<file path="config.mk">
export PLATFORM = sky130hd
export DESIGN_NAME = qbs_front
export DESIGN_NICKNAME = d
export VERILOG_FILES = /design/src/design/qbs_pkg.sv /design/src/design/qbs_front.sv
export SDC_FILE = /design/constraint.sdc
export NUM_CORES = 1
export LEC_CHECK = 0
export BUFFER_PORTS_ARGS = -buffer_cell sky130_fd_sc_hd__buf_2
export CORE_MARGIN = 2
export CORE_UTILIZATION = 43
export CTS_CLUSTER_DIAMETER = 120
export CTS_CLUSTER_SIZE = 24
export DETAILED_ROUTE_END_ITERATION = 6
export GPL_TIMING_DRIVEN = 0
export PLACE_DENSITY = 0.81
export SYNTH_ARGS = -nofsm -noshare
export SYNTH_HDL_FRONTEND = slang
export SYNTH_SLANG_ARGS = --single-unit
</file>
<file path="constraint.sdc">
create_clock -name clock -period 4.3 [get_ports clock]
set_clock_uncertainty 0.1 [all_clocks]
set_input_delay 0.215 -clock clock [delete_from_list [all_inputs] [get_ports clock]]
set_output_delay 0.215 -clock clock [all_outputs]
set_load 0.005 [all_outputs]
</file>
<file path="src/design/qbs_pkg.sv">
// Shared types and constants for the quadratic Bezier sampler.
// No dependencies; imported by every module of the block.
package qbs_pkg;

   localparam int CW          = 24;                  // coordinate width, signed Q7.16
   localparam int MAX_SAMPLES = 64;
   localparam int IDX_W       = $clog2(MAX_SAMPLES);
   localparam int SEG_W       = 6;
   localparam int STEP_W      = 16;
   localparam int T_W         = 17;                  // t in unsigned Q1.16
   localparam logic [T_W-1:0] ONE_T = T_W'(65536);

   localparam int CSR_IDX_W   = 8;
   localparam int CSR_DATA_W  = 16;
   localparam logic [CSR_IDX_W-1:0] CSR_T_STEP   = CSR_IDX_W'(0);
   localparam logic [CSR_IDX_W-1:0] CSR_SEGMENTS = CSR_IDX_W'(1);

   localparam logic [STEP_W-1:0] T_STEP_RST   = STEP_W'(13107);
   localparam logic [SEG_W-1:0]  SEGMENTS_RST = SEG_W'(5);

   typedef logic signed [CW-1:0] coord_type;

   typedef struct packed {
      logic [STEP_W-1:0] t_step;
      logic [SEG_W-1:0]  segments;
   } qbs_cfg_type;

   // One curve: anchor (a), middle (b) and end point (c).
   typedef struct packed {
      coord_type ax;
      coord_type ay;
      coord_type bx;
      coord_type by;
      coord_type cx;
      coord_type cy;
   } qbs_job_type;

endpackage

</file>
<file path="src/design/qbs_front.sv">
// Front end: takes control points, tracks pairing and issues complete triples.
// Depends on qbs_pkg.
module qbs_front (
   input  logic                clock,
   input  logic                reset,
   input  logic                req_tvalid,
   output logic                req_tready,
   input  qbs_pkg::coord_type  point_x,
   input  qbs_pkg::coord_type  point_y,
   input  logic                start_req,
   output logic                job_valid,
   input  logic                job_ready,
   output qbs_pkg::qbs_job_type job
);
   import qbs_pkg::*;

   typedef enum logic [2:0] {
      PH_EMPTY  = 3'b001,
      PH_ANCHOR = 3'b010,
      PH_MIDDLE = 3'b100
   } phase_type;

   phase_type phase_ff, phase_in;
   coord_type anchor_x_ff, anchor_y_ff, middle_x_ff, middle_y_ff;
   logic      accept;
   logic      completes;

   // stall only on queue space so the handshake does not depend on the payload
   assign req_tready = job_ready;
   assign accept     = req_tvalid && req_tready;
   assign completes  = accept && !start_req && (phase_ff == PH_MIDDLE);

   assign job_valid = completes;
   assign job.ax    = anchor_x_ff;
   assign job.ay    = anchor_y_ff;
   assign job.bx    = middle_x_ff;
   assign job.by    = middle_y_ff;
   assign job.cx    = point_x;
   assign job.cy    = point_y;

   always_comb begin
      phase_in = phase_ff;
      if (accept) begin
         if (start_req) begin
            phase_in = PH_ANCHOR;
         end else begin
            case (phase_ff)
               PH_EMPTY:  phase_in = PH_ANCHOR;
               PH_ANCHOR: phase_in = PH_MIDDLE;
               PH_MIDDLE: phase_in = PH_ANCHOR;
               default:   phase_in = PH_ANCHOR;
            endcase
         end
      end
   end

   always_ff @(posedge clock) begin
      if (reset) begin
         phase_ff <= PH_EMPTY;
      end else begin
         phase_ff <= phase_in;
      end
   end

   // the end point of a curve is the anchor of the next one
   always_ff @(posedge clock) begin
      if (accept) begin
         if (phase_ff == PH_ANCHOR && !start_req) begin
            middle_x_ff <= point_x;
            middle_y_ff <= point_y;
         end else begin
            anchor_x_ff <= point_x;
            anchor_y_ff <= point_y;
         end
      end
   end

endmodule

</file>
# After elaboration in Yosys (flattened, before gate mapping)

Index checks and enable logic that the tools add are counted.

Bits in writable memories: 0
Word-level logic and storage cells: 17
Latch bits: 0
Bits in registers: 99
Input port bits: 53
Memories: 0
Bits in read-only memories: 0

Equality and inequality tests: 2
Order comparisons: 0
Multiplexer cells: 2
Bitwise operators: 1
Reductions and logical operators: 7
Shift-type cells: 0
Add/sub/neg operators: 0
Divide/modulo/power cells: 0
$mul: 0

Operators with widths:

| kind                 | count |
|---|---|
| $mux W3              | 2 |
| $logic_and A1 B1 Y1  | 4 |
| $reduce_and A2 Y1    | 2 |
| $eq A3 B2 Y1 const B | 1 |
| $eq A3 B3 Y1 const B | 1 |
| $logic_not A1 Y1     | 1 |
| $not A1 Y1           | 1 |

# Longest topological paths before layout

Depth after elaboration: 4
Depth in mapped cells: 2
Mapped depth without buffers: 2

# Least setup slack after synthesis

Ideal clock, no wire load.

Kind: register to register
Start point: reg phase_ff[1]
End point: reg anchor_x_ff[0], enable pin
Setup slack: 1252 ps
Data required time: 3746 ps
Cell stages (with the launch flop): 3
Clock period less this slack: 3048 ps
Arrival time: 2494 ps
Cell sequence: dfxtp_1 -> nor4b_2 -> nor2_1

Longest elaborated chain between the ends: 4

Ends and longest elaborated chain:

| element                     | RTL line        | source |
|---|---|---|
| start: declaration          | qbs_front.sv:23 | `phase_type phase_ff, phase_in;` |
| start signal: assignment    | qbs_front.sv:61 | `phase_ff <= phase_in;` |
| $eq A3 B2 Y1                | qbs_front.sv:68 | `if (phase_ff == PH_ANCHOR && !start_req) begin` |
| $logic_and A1 B1 Y1         | qbs_front.sv:68 |  |
| $not A1 Y1 (no line)        | n/a             |  |
| $reduce_and A2 Y1 (no line) | n/a             |  |
| end signal: assignment      | qbs_front.sv:72 | `anchor_x_ff <= point_x;` |
| end: declaration            | qbs_front.sv:24 | `coord_type anchor_x_ff, anchor_y_ff, middle_x_ff, middle_y_ff;` |

Every way passes these cells.
A chain may end at the register's enable or synchronous reset.

# Worst setup path in the final report

Start point: reg phase_ff[2]
End point: reg middle_y_ff[22], enable pin

Longest elaborated chain between the ends: 3

Ends and longest elaborated chain:

| element                     | RTL line        | source |
|---|---|---|
| $eq A3 B2 Y1                | qbs_front.sv:68 |  |
| $logic_and A1 B1 Y1         | qbs_front.sv:68 |  |
| $reduce_and A2 Y1 (no line) | n/a             |  |
| end signal: assignment      | qbs_front.sv:70 | `middle_y_ff <= point_y;` |
| end: declaration            | qbs_front.sv:24 |  |

Every way passes these cells.

==> flow_metrics.tcl <==
set metrics [dict create \
    core_area_um2 7690 \
    drtIter0Drc 82 \
    crit_buf_inv 1 \
    drive_above_1_share 0.622 \
    fmax_mhz 477 \
    end_kind "flop" \
    drt_wl_total_mm 7.84 \
    area_growth_pct 54.0 \
    setup_viol 0 \
    initial_utilization 0.444 \
    p_per_area_nw_per_um2 346 \
    place_ws_ns 2.21 \
    cts-root-buf "clkbuf_8" \
    cts_setup_buffers 0 \
    cp.arrival_ns 2.04 \
    grt_pass1_wl_mm 11.4 \
    holdPathStages 3 \
    ys_types 15 \
    pin_count 199 \
    tritoncts "yes" \
    syn_area_um2 3410 \
    hold_violations 0 \
    fin_ws_ns 2.21 \
    maxSlewHeadroom 0.493 \
    dieHeight_um 93.1 \
    synth_fp_nets 214 \
    rows 32 \
    diodes 0 \
    die_w_um 93.1 \
    fin_area_um2 5250 \
    drt_pass1_iterations 4 \
    grt_overflow 0 \
    hold_buffers 49 \
    dpl_cell_area_um2 4580 \
    cts.path.max_buffers 2 \
    grt_pass1_vias 2279 \
    tightest_slew_ns 0.758 \
    final_cell_mix "buf_2, edfxtp_1, buf_4, dlygate4sd3_1, clkbuf_8" \
    gp_congestion 0.677 \
    fin_setup_tns_ns 0 \
    ys_warn_count 0 \
    drc 0 \
    drv_slew 0 \
    internal_power_uw 1460 \
    post_drt_via_cell_ratio 4.35 \
    start_kind "flop" \
    cts.sinks 99 \
    ir_drop_v 0.000173 \
    crit_fanout 25 \
    synth_top_area_share 0.845 \
    clk_latency_ns 0.35 \
    wire_per_inst_um 14.9 \
    fin_nets 474 \
    cts_resized 0 \
    final_common_cell "buf_2" \
    grt_use_total 0.179 \
    portBuffers 198 \
    path_cells "nor4b_2 > and2_2 > buf_12" \
    min_period_ns 2.09 \
    crit_slowest_cell "and2_2" \
    power.share.switching 0.200 \
    grt_start_max_net_pins 26 \
    cpPeakStageDelay_ns 0.62 \
    avgSynthCellArea_um2 21.2 \
    rsz0062_at_grt "false" \
    pwr-share-comb 0.096 \
    switchingPower_uw 364 \
    rr_worst_depth 3 \
    final_util 0.683 \
    critPathTopFamily "simple AND/OR/NAND/NOR gates" \
    cts-htree-levels 3 \
    criticalPathCategory "flop to flop" \
    cp.depth 3 \
    clk_pin_slew_ns 0.09 \
    worstPathRequired_ns 4.25 \
    yosysTopAreaCell "edfxtp_1" \
    syn_inst 161 \
    cts_made_buffers 9 \
    holdCritPathClass "primary input to flop" \
    die-area_um2 8660 \
    leakage_uw 0.00226 \
    cap_violations 0 \
    ys_seq_area_frac 0.863 \
    antenna_found_initial 0 \
    nFillCells 505 \
    final_antenna_net_count 0 \
    power_frac_clock 0.306 \
    p_seq_frac 0.599 \
    fin_crit_sh 0.487 \
    via_count 2296 \
    ys_seq_elements 99 \
    hpwlAfterDp_mm 5.01 \
    status "completed" \
    synth_area_leaders "edfxtp_1, buf_4, dfxtp_1" \
]
-- synthesized netlist by cell type --
cell type  number
a211oi_1        1
a21o_1          1
a21oi_1         1
and2_1          2
buf_4          49
dfxtp_1         3
edfxtp_1       96
inv_1           1
nand2_1         1
nand4bb_1       1
nor2_1          1
nor3_1          1
nor4b_2         1
o32ai_2         1
or3b_1          1
-- stage by stage --
stage | hold slack [ns] | power, µW | std cells
finish | 0.145 | 1820 | 528
CTS | 0.131 | 1830 | 528
detailed placement | 0.321 | 1250 | 463
global route | 0.145 | 1880 | 528
floorplan | 0.188 | 1160 | 161
global placement | 0.316 | 1240 | 461
-- flip-flops by register name, indices dropped and copies added, names as in the netlist --
signal,flops
anchor_x_ff,24
anchor_y_ff,24
middle_x_ff,24
middle_y_ff,24
phase_ff,3
-- cells by family after synthesis --
logic type / after synthesis / synth area share
compound gates: 4 / 0.0106
buf+inv: 50 / 0.109
simple gates: 8 / 0.0176
flops: 99 / 0.863
-- worst min-delay path, delay by kind of cell --
family          cells  cell delay [ns]
buf+inv             1             0.13
compound gates      2             0.20
-- layout make-up --
| cell class | instances | area [µm²] | share of cell area |
|---|---|---|---|
| sequential | 99 | 2940 | 0.560 |
| timing repair buffer | 249 | 1520 | 0.290 |
| buffer | 49 | 368 | 0.0700 |
| clock buffer | 11 | 131 | 0.0250 |
| tap | 102 | 128 | 0.0243 |
| multi-input combinational | 12 | 105 | 0.0200 |
| clock inverter | 5 | 53.8 | 0.0102 |
| inverter | 1 | 3.75 | 0.000714 |
-- power by group through the flow --
stage          logic [µW]  clock network [µW]  registers [µW]
2_1_floorplan        47.8                   0            1120
3_3_place_gp          130                   0            1110
3_5_place_dp          138                   0            1110
4_1_cts               173                 567            1090
5_1_grt               189                 604            1090
6_report              174                 556            1090
-- path summary, 6_finish.rpt --
| check | from | end | slack (ns) |
|---|---|---|---|
| worst max-delay path | phase_ff[2] | middle_y_ff[22] | 2.21 |
| worst min-delay path | job_ready | phase_ff[1] | 0.15 |
| worst max register to register | phase_ff[2] | middle_y_ff[22] | 2.21 |
| worst min register to register | phase_ff[0] | phase_ff[0] | 0.42 |
-- per-layer routing --
| layer | share of wire | global-route usage | wire [µm] | up-vias |
|---|---|---|---|---|
| li1 | - | - | - | 1071 |
| met1 | 0.35 | 0.185 | 2750 | 1090 |
| met2 | 0.56 | 0.337 | 4380 | 124 |
| met3 | 0.075 | 0.0548 | 586 | 11 |
| met4 | 0.016 | 0.0650 | 129 | 0 |
| met5 | 0 | 0 | 0 | - |
(Power assumes the default switching activity.)
