<file path="src/design/qbs_pkg.sv">
// Shared types and constants for the quadratic Bezier sampler.
// No dependencies; imported by every module of the block.
package qbs_pkg;

   localparam int CW          = 24;                  // coordinate width, signed Q7.16
   localparam int MAX_SAMPLES = 64;
   localparam int IDX_W       = $clog2(MAX_SAMPLES);
   localparam int SEG_W       = 6;
   localparam int STEP_W      = 16;
   localparam int T_W         = 17;                  // t in unsigned Q1.16
   localparam logic [T_W-1:0] ONE_T = T_W'(65536);

   localparam int CSR_IDX_W   = 8;
   localparam int CSR_DATA_W  = 16;
   localparam logic [CSR_IDX_W-1:0] CSR_T_STEP   = CSR_IDX_W'(0);
   localparam logic [CSR_IDX_W-1:0] CSR_SEGMENTS = CSR_IDX_W'(1);

   localparam logic [STEP_W-1:0] T_STEP_RST   = STEP_W'(13107);
   localparam logic [SEG_W-1:0]  SEGMENTS_RST = SEG_W'(5);

   typedef logic signed [CW-1:0] coord_type;

   typedef struct packed {
      logic [STEP_W-1:0] t_step;
      logic [SEG_W-1:0]  segments;
   } qbs_cfg_type;

   // One curve: anchor (a), middle (b) and end point (c).
   typedef struct packed {
      coord_type ax;
      coord_type ay;
      coord_type bx;
      coord_type by;
      coord_type cx;
      coord_type cy;
   } qbs_job_type;

endpackage

</file>
<file path="src/design/qbs_queue.sv">
// Two-entry queue of curve jobs between the front end and the evaluator.
// Depends on qbs_pkg. Head always sits in slot 0.
module qbs_queue (
   input  logic                 clock,
   input  logic                 reset,
   input  logic                 push_valid,
   output logic                 push_ready,
   input  qbs_pkg::qbs_job_type push_job,
   output logic                 pop_valid,
   input  logic                 pop_ready,
   output qbs_pkg::qbs_job_type pop_job
);
   import qbs_pkg::*;

   qbs_job_type slot0_ff, slot1_ff;
   logic [1:0]  count_ff, count_in;
   logic        push, pop;

   assign push_ready = (count_ff != 2'd2);
   assign pop_valid  = (count_ff != 2'd0);
   assign pop_job    = slot0_ff;
   assign push       = push_valid && push_ready;
   assign pop        = pop_valid && pop_ready;

   always_comb begin
      count_in = count_ff;
      if (push && !pop) begin
         count_in = count_ff + 2'd1;
      end else if (pop && !push) begin
         count_in = count_ff - 2'd1;
      end
   end

   always_ff @(posedge clock) begin
      if (reset) begin
         count_ff <= 2'd0;
      end else begin
         count_ff <= count_in;
      end
   end

   always_ff @(posedge clock) begin
      if (pop) begin
         if (push && count_ff == 2'd1) begin
            slot0_ff <= push_job;
         end else begin
            slot0_ff <= slot1_ff;
         end
         if (push && count_ff == 2'd2) begin
            slot1_ff <= push_job;
         end
      end else if (push) begin
         if (count_ff == 2'd0) begin
            slot0_ff <= push_job;
         end else begin
            slot1_ff <= push_job;
         end
      end
   end

endmodule

</file>
<file path="config.mk">
export PLATFORM = sky130hd
export DESIGN_NAME = qbs_queue
export DESIGN_NICKNAME = d
export VERILOG_FILES = /design/src/design/qbs_pkg.sv /design/src/design/qbs_queue.sv
export SDC_FILE = /design/constraint.sdc
export NUM_CORES = 1
export LEC_CHECK = 0
export ABC_AREA = 1
export BUFFER_PORTS_ARGS = -buffer_cell sky130_fd_sc_hd__buf_4
export CAP_MARGIN = 15
export CORE_ASPECT_RATIO = 0.9
export CORE_MARGIN = 5
export CORE_UTILIZATION = 40
export CTS_BUF_LIST = sky130_fd_sc_hd__clkbuf_16
export CTS_CLUSTER_DIAMETER = 40
export CTS_CLUSTER_SIZE = 30
export DETAILED_ROUTE_END_ITERATION = 10
export GPL_TIMING_DRIVEN = 0
export PLACE_DENSITY = 0.6
export SLEW_MARGIN = 15
export SYNTH_ARGS = -nofsm -noshare
export SYNTH_HDL_FRONTEND = slang
export SYNTH_SLANG_ARGS = --single-unit
</file>
<file path="constraint.sdc">
create_clock -name clock -period 16.2 [get_ports clock]
set_clock_uncertainty 0.05 [all_clocks]
set_input_delay 4.05 -clock clock [delete_from_list [all_inputs] [get_ports clock]]
set_output_delay 4.05 -clock clock [all_outputs]
set_load 0.02 [all_outputs]
</file>
Word level (Yosys, flattened, before mapping)
Index checks and enable logic that the tools add are counted.
{ "totals": {"ram_bits": 0, "mem_count": 0, "latchBits": 0, "ff_bits": 290, "rom_bits": 0} }
{ "op_classes": {"shifts": 0, "n_mul": 0, "bitwise": 0, "reduce_logical": 15, "mux": 10, "n_lt_le_gt_ge": 0, "add_sub_neg": 2, "eq_ne": 5, "n_div": 0} }
{ "op_table": {"columns": ["operator", "count"], "rows": [
  ["two-way mux 144 bit", 8],
  ["nonzero test 2 bit", 4],
  ["logical AND 1 bit", 6],
  ["two-way mux 2 bit", 2],
  ["!= test 2 bit, second input constant", 2],
  ["AND reduction 3 bit", 1],
  ["adder 2 x 1 -> 2 bit, second input constant", 1],
  ["== test 2 x 1 -> 1 bit, second input constant", 1],
  ["== test 2 bit, second input constant", 1],
  ["zero test 1 bit", 2],
  ["zero test 2 bit", 1],
  ["!= test 2 x 1 -> 1 bit, second input constant", 1],
  ["AND reduction 2 bit", 1],
  ["subtractor 2 x 1 -> 2 bit, second input constant", 1]
]} }

Depth between registers and ports, before layout
{ "depth": {"depth_word": 6, "ltp_mapped": 9} }

Least setup slack after synthesis
No wires, ideal clock.
{ "synth_timing": {"path_type": "input to register", "start": "input pop_ready", "end": "register slot1_ff[0] (netlist bit), enable pin", "stages": 5, "path_buffers": 2, "arrival_ps": 14186, "path_slack_ps": 1139, "path_cell_list": "inv_1 > nor2_2 > buf_2 > buf_2 > nor3_1"} }
{ "synth_between": {"elab_chain_cells": 3, "word_cells_on_any_way": 5, "cone_classes": "eq/ne (2); reduce/logical (3)"} }
{ "synth_rtl": {"columns": ["element", "line", "source"], "rows": [
  ["start: declaration", "qbs_queue.sv:10", "input logic pop_ready,"],
  ["logical AND 1 bit (*)", "qbs_queue.sv:23", "assign pop = pop_valid && pop_ready;"],
  ["!= test 2 x 1 -> 1 bit (no line), or another cell as far along", null, null],
  ["AND reduction 3 bit (no line) (*)", null, null],
  ["end signal: assignment", "qbs_queue.sv:50", "slot1_ff <= push_job;"],
  ["end signal: assignment", "qbs_queue.sv:56", "slot1_ff <= push_job;"],
  ["end: declaration", "qbs_queue.sv:15", "qbs_job_type slot0_ff, slot1_ff;"]
]} }
Mark *: on every way between the ends. The rest lies on a longest branch, timed or not.
A chain may end at the register's enable or synchronous reset.

Final worst setup path
{ "layout_timing": {"start": "input pop_ready", "end": "register slot1_ff[35] (netlist bit), enable pin"} }
Same word-level chain as after synthesis.

==> results_dict.tcl <==
set metrics [dict create \
    pre_cts_slack_ns 9.66 \
    avgSynthCellArea_um2 13.7 \
    synth_fp_nets 953 \
    seq_area_frac_synth_pct 79.5 \
    hold_buffers 0 \
    ys_types 15 \
    start_util_pct 40.5 \
    hold_viol_final 0 \
    final_area_um2 15300 \
    synthTopCellsByArea "edfxtp_1 (79%), nand2_1 (10%), nand3_1 (6.7%)" \
    syn_inst 800 \
    grt_remaining_overflow 0 \
    die_w_um 184 \
    holdCritPathClass "flop to flop" \
    pin_count 294 \
    clk-insertion-delay-late_ns 0.51 \
    grt_first_pass_wirelength_mm 42.2 \
    setup_viol 0 \
    status "finished, final reports clean" \
    numCtsBuffers 42 \
    drtAntennaViolNets 0 \
    dp_cells 1469 \
    max_stage_delay_ns 0.49 \
    slew_headroom_pct 58.4 \
    crit_family "buffers and inverters" \
    final_core_util_pct 56.7 \
    htreeDepth 2 \
    synth_top_area_share_pct 79.2 \
    crit_required_ns 16.37 \
    grt_pass1_vias 7469 \
    rsz0062_at_grt "false" \
    netlist_area_um2 10900 \
    ctsResizeCount 0 \
    cellLeakagePower_nw 6.52 \
    track_usage_pct 17.5 \
    clockBufferDepth 3 \
    postCtsSetupBuffers 0 \
    power.share.clock_pct 27.6 \
    post-route-period-util_pct 37.2 \
    drt_wl_total_mm 27.5 \
    switching_share_pct 33.7 \
    rows 57 \
    min_period_ns 6.02 \
    cp-start-kind "input port" \
    vias_per_cell 4.73 \
    wire_per_inst_um 17.8 \
    tns_ns 0 \
    cap_violations 0 \
    drtIter0Drc 427 \
    route.detailed.drc 0 \
    p_int_mw 2.18 \
    critPathKind "input port to flop" \
    path_buf_inv 9 \
    cp-end-kind "flop" \
    vias 7314 \
    cts_root_buffer "clkbuf_16" \
    power.density_nw_per_um2 215 \
    drtPass1Iterations 5 \
    ys_warn_count 0 \
    path_clk_slew_ns 0.05 \
    setup_ws_ns 10.18 \
    hpwl_mm 19.6 \
    ys_seq_elements 290 \
    worst-slew-pin-transition_ns 0.620 \
    cts.sinks 290 \
    die_height_um 167 \
    cpMaxStageDelayCell "nor3_2" \
    nets 1312 \
    peakVddDrop_uv 108 \
    path_max_fanout 10 \
    share_comb_of_total_power_pct 32.6 \
    final_layout_size_suffix_gt1_share_pct 36.1 \
    cts_tree "yes" \
    place_congestion 0.792 \
    design.die.area_um2 30700 \
    worstPathArrival_ns 6.19 \
    place_area_um2 13800 \
    max_freq_ghz 0.166 \
    io_buffers 293 \
    seq_power_share_pct 39.8 \
    yosys.area.top_type "edfxtp_1" \
    switchingPower_mw 1.11 \
    syn2layout_area_growth_pct 39.9 \
    core-area_um2 27000 \
    worstPathCellList "buf_4 > inv_1 > nor2_2 > buf_2 > buf_2 > nor3_2 > buf_6 > buf_4 > buf_4 > buf_6 > buf_6" \
    drv_slew 0 \
    grt_max_degree 32 \
    instances_no_fill 1547 \
    antenna_found_initial 1 \
]
[metrics by stage]
step	total power [mW]	hold slack (ns)
3_5_place_dp	2.42	0.425
5_1_grt	3.46	0.455
4_1_cts	3.34	0.434
3_3_place_gp	2.48	0.415
6_report	3.29	0.433
2_1_floorplan	1.96	0.400
[state kept, by name (all words and copies together), names as in the netlist]
register / flops
pop_job: 144
slot1_ff: 144
count_ff: 2
[worst register-to-register path, cell delays in order, from the launching register on]
cell	delay, ns
dfxtp_1	0.35
inv_1	0.10
ha_1	0.25
nor2_4	0.17
inv_1	0.10
ha_1	0.20
nor3_2	0.54
buf_6	0.22
buf_4	0.20
buf_4	0.22
buf_6	0.18
buf_6	0.16
[layout make-up]
class	instances	area [um2]
fill	2292	11700
sequential	290	8690
timing repair buffer	315	2470
multi-input combinational	453	1980
clock buffer	43	1080
tap	354	443
clock inverter	34	353
buffer	46	235
inverter	11	41.3
antenna	1	2.50
[routing by layer]
metal  GRT usage, %  share of wire, %  wire, um
met1           22.1                40     10900
met5              0                 0         0
met4           4.60               1.6       444
met2           28.3                48     13100
met3           6.76                11      3030
[worst paths after layout]
kind,cells after the start,slack (ns),end,startpoint
setup / recovery,11,10.18,slot1_ff[35]$_DFFE_PP_,pop_ready
hold / removal,2,0.43,count_ff[0]$_SDFFE_PP0P_,count_ff[0]$_SDFFE_PP0P_
setup reg to reg,11,13.17,slot1_ff[35]$_DFFE_PP_,count_ff[0]$_SDFFE_PP0P_
hold reg to reg,2,0.43,count_ff[0]$_SDFFE_PP0P_,count_ff[0]$_SDFFE_PP0P_
[synthesized netlist by cell type]
cell type	instances
o21bai_1	1
nor2_4	1
buf_4	7
nor3_1	1
nand2_4	2
clkbuf_1	10
a21oi_1	2
inv_1	11
buf_2	29
nand3_1	146
nor2_2	1
edfxtp_1	288
dfxtp_1	2
nand2_1	294
ha_1	5
[cell families (layout without fill, tap and decap cells)]
kind of cell / after synthesis / after routing / synth area share (%)
compound gates: 3 / 3 / 0.160
fa+ha+maj: 5 / 5 / 0.573
other cells: 0 / 1 / 0
buf+inv: 57 / 449 / 2.53
flops: 290 / 290 / 79.5
simple gates: 445 / 445 / 17.2
[layout by cell type (no fill, tap or decap), types with 4 or more instances in the layout]
cell type / netlist / routed
clkbuf_1: 10 / 10
buf_4: 7 / 311
clkinv_2: 0 / 6
buf_2: 29 / 29
ha_1: 5 / 5
buf_12: 0 / 5
clkbuf_16: 0 / 43
nand3_1: 146 / 146
edfxtp_1: 288 / 288
nand2_1: 294 / 294
buf_6: 0 / 5
inv_1: 11 / 14
inv_6: 0 / 9
clkinvlp_4: 0 / 6
bufinv_16: 0 / 4
[power groups by stage]
stage / logic (mW) / registers, mW / clock network, mW
floorplan: 0.327 / 1.63 / 0
global placement: 1.00 / 1.47 / 0
detailed placement: 1.09 / 1.32 / 0
CTS: 1.10 / 1.31 / 0.929
global route: 1.16 / 1.33 / 0.966
finish: 1.07 / 1.31 / 0.908
Power figures use the tool's default switching activity.
